--- src/sv/bce_pkg.sv ---
// ----------------------------------------------------------------------------
// Bezier curve evaluator package
// Shared constants, action codes and the result type.
// ----------------------------------------------------------------------------
`default_nettype none
package bce_pkg;
  localparam int unsigned MaxPoints = 16;
  localparam int unsigned IdxW = (MaxPoints > 1) ? $clog2(MaxPoints) : 1;
  localparam int unsigned CntW = $clog2(MaxPoints + 1);
  localparam logic [16:0] TOne = 17'd65536;
  localparam logic [16:0] PickRadiusSq = 17'd43264;
  localparam logic signed [15:0] EmptyCoord = -16'sd16;

  localparam logic [1:0] ActWrite = 2'd0;
  localparam logic [1:0] ActEval  = 2'd1;
  localparam logic [1:0] ActPick  = 2'd2;

  typedef struct packed {
    logic        found;
    logic [3:0]  index;
    logic signed [15:0] x;
    logic signed [15:0] y;
  } result_t;
endpackage
`default_nettype wire

--- src/sv/bce_store.sv ---
// ----------------------------------------------------------------------------
// Bezier point store
// Synchronous memory of control points, one write and one read port,
// read data registered.
// ----------------------------------------------------------------------------
`default_nettype none
module bce_store (
  input  wire logic                      clk_i,
  input  wire logic                      we_i,
  input  wire logic [bce_pkg::IdxW-1:0]  waddr_i,
  input  wire logic [31:0]               wdata_i,
  input  wire logic [bce_pkg::IdxW-1:0]  raddr_i,
  output logic [31:0]                    rdata_o
);
  logic [31:0] mem [bce_pkg::MaxPoints];

  // Write port.
  always_ff @(posedge clk_i) begin
    if (we_i) begin
      mem[waddr_i] <= wdata_i;
    end
  end

  // Registered read port.
  always_ff @(posedge clk_i) begin
    rdata_o <= mem[raddr_i];
  end
endmodule
`default_nettype wire

--- config.mk ---
export PLATFORM = sky130hd
export DESIGN_NAME = bce_store
export DESIGN_NICKNAME = d
export VERILOG_FILES = /design/src/sv/bce_pkg.sv /design/src/sv/bce_store.sv
export SDC_FILE = /design/constraint.sdc
export NUM_CORES = 1
export LEC_CHECK = 0
export BUFFER_PORTS_ARGS = -buffer_cell sky130_fd_sc_hd__buf_2
export CAP_MARGIN = 5
export CORE_MARGIN = 3
export CORE_UTILIZATION = 45
export DETAILED_ROUTE_END_ITERATION = 7
export GPL_TIMING_DRIVEN = 0
export PLACE_DENSITY_LB_ADDON = 0.1
export REMOVE_ABC_BUFFERS = 1
export SLEW_MARGIN = 20
export SYNTH_ARGS = -nofsm -noshare
export SYNTH_HDL_FRONTEND = slang
export SYNTH_SLANG_ARGS = --single-unit
--- constraint.sdc ---
create_clock -name clk_i -period 9 [get_ports clk_i]
set_input_delay 0.45 -clock clk_i [delete_from_list [all_inputs] [get_ports clk_i]]
set_output_delay 0.45 -clock clk_i [all_outputs]
set_load 0.05 [all_outputs]
==> impl_metrics.tcl <==
set metrics [dict create \
    grt_pass1_wl_um 62200 \
    leakage_uw 0.00764 \
    area_growth_pct 18.8 \
    drive_gt1_share_pct 34.6 \
    die_y_um 216 \
    syn_avg_cell_area_um2 23.7 \
    critPathKind "in2reg" \
    start_kind "input port" \
    ios 74 \
    die_w_um 216 \
    root_buffer "clkbuf_16" \
    required_ns 9.29 \
    avgViaCountPerCell 5.49 \
    netlist_top_cells_area "edfxtp_1, mux4_2, dfxtp_1" \
    power.total_uw 5360 \
    clk_latency_ns 0.59 \
    yosysTopAreaCellShare_pct 77.4 \
    cts_sinks 544 \
    period_needed_ns 2.05 \
    finalHoldViolations 0 \
    ys_seq_area_share_pct 80.7 \
    period_share_pct 22.8 \
    hpwl_um 27100 \
    setup_tns_ns 0 \
    ir_worst_vdd_mv 0.163 \
    cts_setup_buffers 0 \
    fin_cells 1605 \
    drcViolationCount 0 \
    hp-class "in2reg" \
    cts_tree "yes" \
    maxCapViolCount 0 \
    yosysWarningCount 0 \
    fmax_mhz 488 \
    setup_violations 0 \
    status "finished clean" \
    clock_path_buffers 3 \
    wl_per_cell_um 26.5 \
    worst-path-max-fanout 7 \
    endpoint_kind "flip-flop" \
    nFillCells 3281 \
    fin_nets 1019 \
    cts_hold_buf 0 \
    finClkSkew_ns 0.0101 \
    place_congestion 0.686 \
    overflow 0 \
    grt_max_degree 77 \
    grt_setup_unrepaired "false" \
    worstPathArrival_ns 2.34 \
    hold_depth 1 \
    row_count 76 \
    synthCells 838 \
    whs_ns 0.223 \
    firstDrtPassIters 4 \
    finalMaxSlewViolations 0 \
    vias 8818 \
    diodes 0 \
    core_um2 43400 \
    reg2reg_depth 3 \
    h-tree-depth 2 \
    initial_core_util_pct 45.8 \
    yosysTopAreaCell "edfxtp_1" \
    layout_common_cells "edfxtp_1, mux4_2, buf_2" \
    grt_util_all_layers_pct 18.6 \
    relSlewSlack_pct 42.6 \
    synth_cell_types 18 \
    numCtsBuffers 55 \
    powerDensity_nw_per_um2 227 \
    clk_pin_slew_worst_paths_ns 0.06 \
    postCtsResizedCells 0 \
    dp_cells 1505 \
    netlist_area_um2 19900 \
    first_iter_violations 538 \
    mostFrequentLayoutCell "edfxtp_1" \
    grt_pass1_vias 9577 \
    worst_pin_slew_ns 0.857 \
    port_buffers 73 \
    fp.dieArea_um2 46700 \
    drt-total-wl_um 42500 \
    yosys_register_bits 544 \
    ant_nets 0 \
    antenna_found_initial 4 \
]
power breakdown:
part	internal, uW	total [uW]	switching (uW)
sequential	2830	2850	15.7
clock	1290	2200	906
combinational	118	316	199
total	4240	5360	1120
final timing paths:
check	slack, ns	start	endpoint
min	0.22	wdata_i[20]	mem[3][20]
max reg2reg	7.68	mem[10][25]	rdata_o[25]
max	6.95	waddr_i[2]	mem[0][24]
min reg2reg	0.67	mem[14][31]	rdata_o[31]
through the flow:
| step | cell area (um^2) | utilization, % | setup slack (ns) |
|---|---|---|---|
| after floorplan | 19600 | - | 5.37 |
| after global placement | 20700 | 47.8 | 2.05 |
| after detailed placement | 21900 | 50.4 | 6.30 |
| after CTS | 23600 | 54.4 | 6.94 |
| after global routing | 23600 | 54.4 | 6.91 |
| final | 23600 | 54.4 | 6.95 |
state kept, by name (all words and copies together), names as in the netlist:
name     cells
mem        512
rdata_o     32
cells by family after synthesis:
kind of cell | synth area share [%]
DFF | 80.7
muxes | 14.5
AOI/OAI and AO/OA | 2.42
and+or+nand+nor | 1.27
buffers and inverters | 1.12
critical path: stages:
cell,delay (ns)
buf_2,0.12
or3b_2,0.59
nor3_2,0.56
buf_6,0.25
buf_6,0.16
buf_4,0.20
routing by layer:
metal | track usage, % | wire (um) | share of wire, % | up-vias
met5 | 0 | 50 | 0.12 | -
met1 | 24.6 | 17800 | 42 | 4660
li1 | - | - | - | 3862
met2 | 31.8 | 21700 | 51 | 212
met3 | 3.34 | 2010 | 4.7 | 76
met4 | 5.32 | 868 | 2.0 | 8
area by class of cell:
class / count / area, um^2 / area share [%]
clock buffers: 66 / 1460 / 6.19
clock inverters: 34 / 283 / 1.20
multi-input cells: 251 / 3750 / 15.9
flip-flops and latches: 544 / 16000 / 67.9
well taps: 585 / 732 / 3.10
repair buffers: 125 / 1360 / 5.74
cell usage after synthesis:
cell type	instances
edfxtp_1	512
mux4_2	128
a22oi_1	64
nand2_1	33
dfxtp_1	32
clkbuf_1	17
nor2_1	13
buf_4	11
buf_1	9
buf_2	4
nor3_1	4
buf_6	2
nand2b_1	2
nand3b_1	2
nor2b_1	2
and2_1	1
nand3_1	1
or3b_2	1
Power figures use the tool's default switching activity.
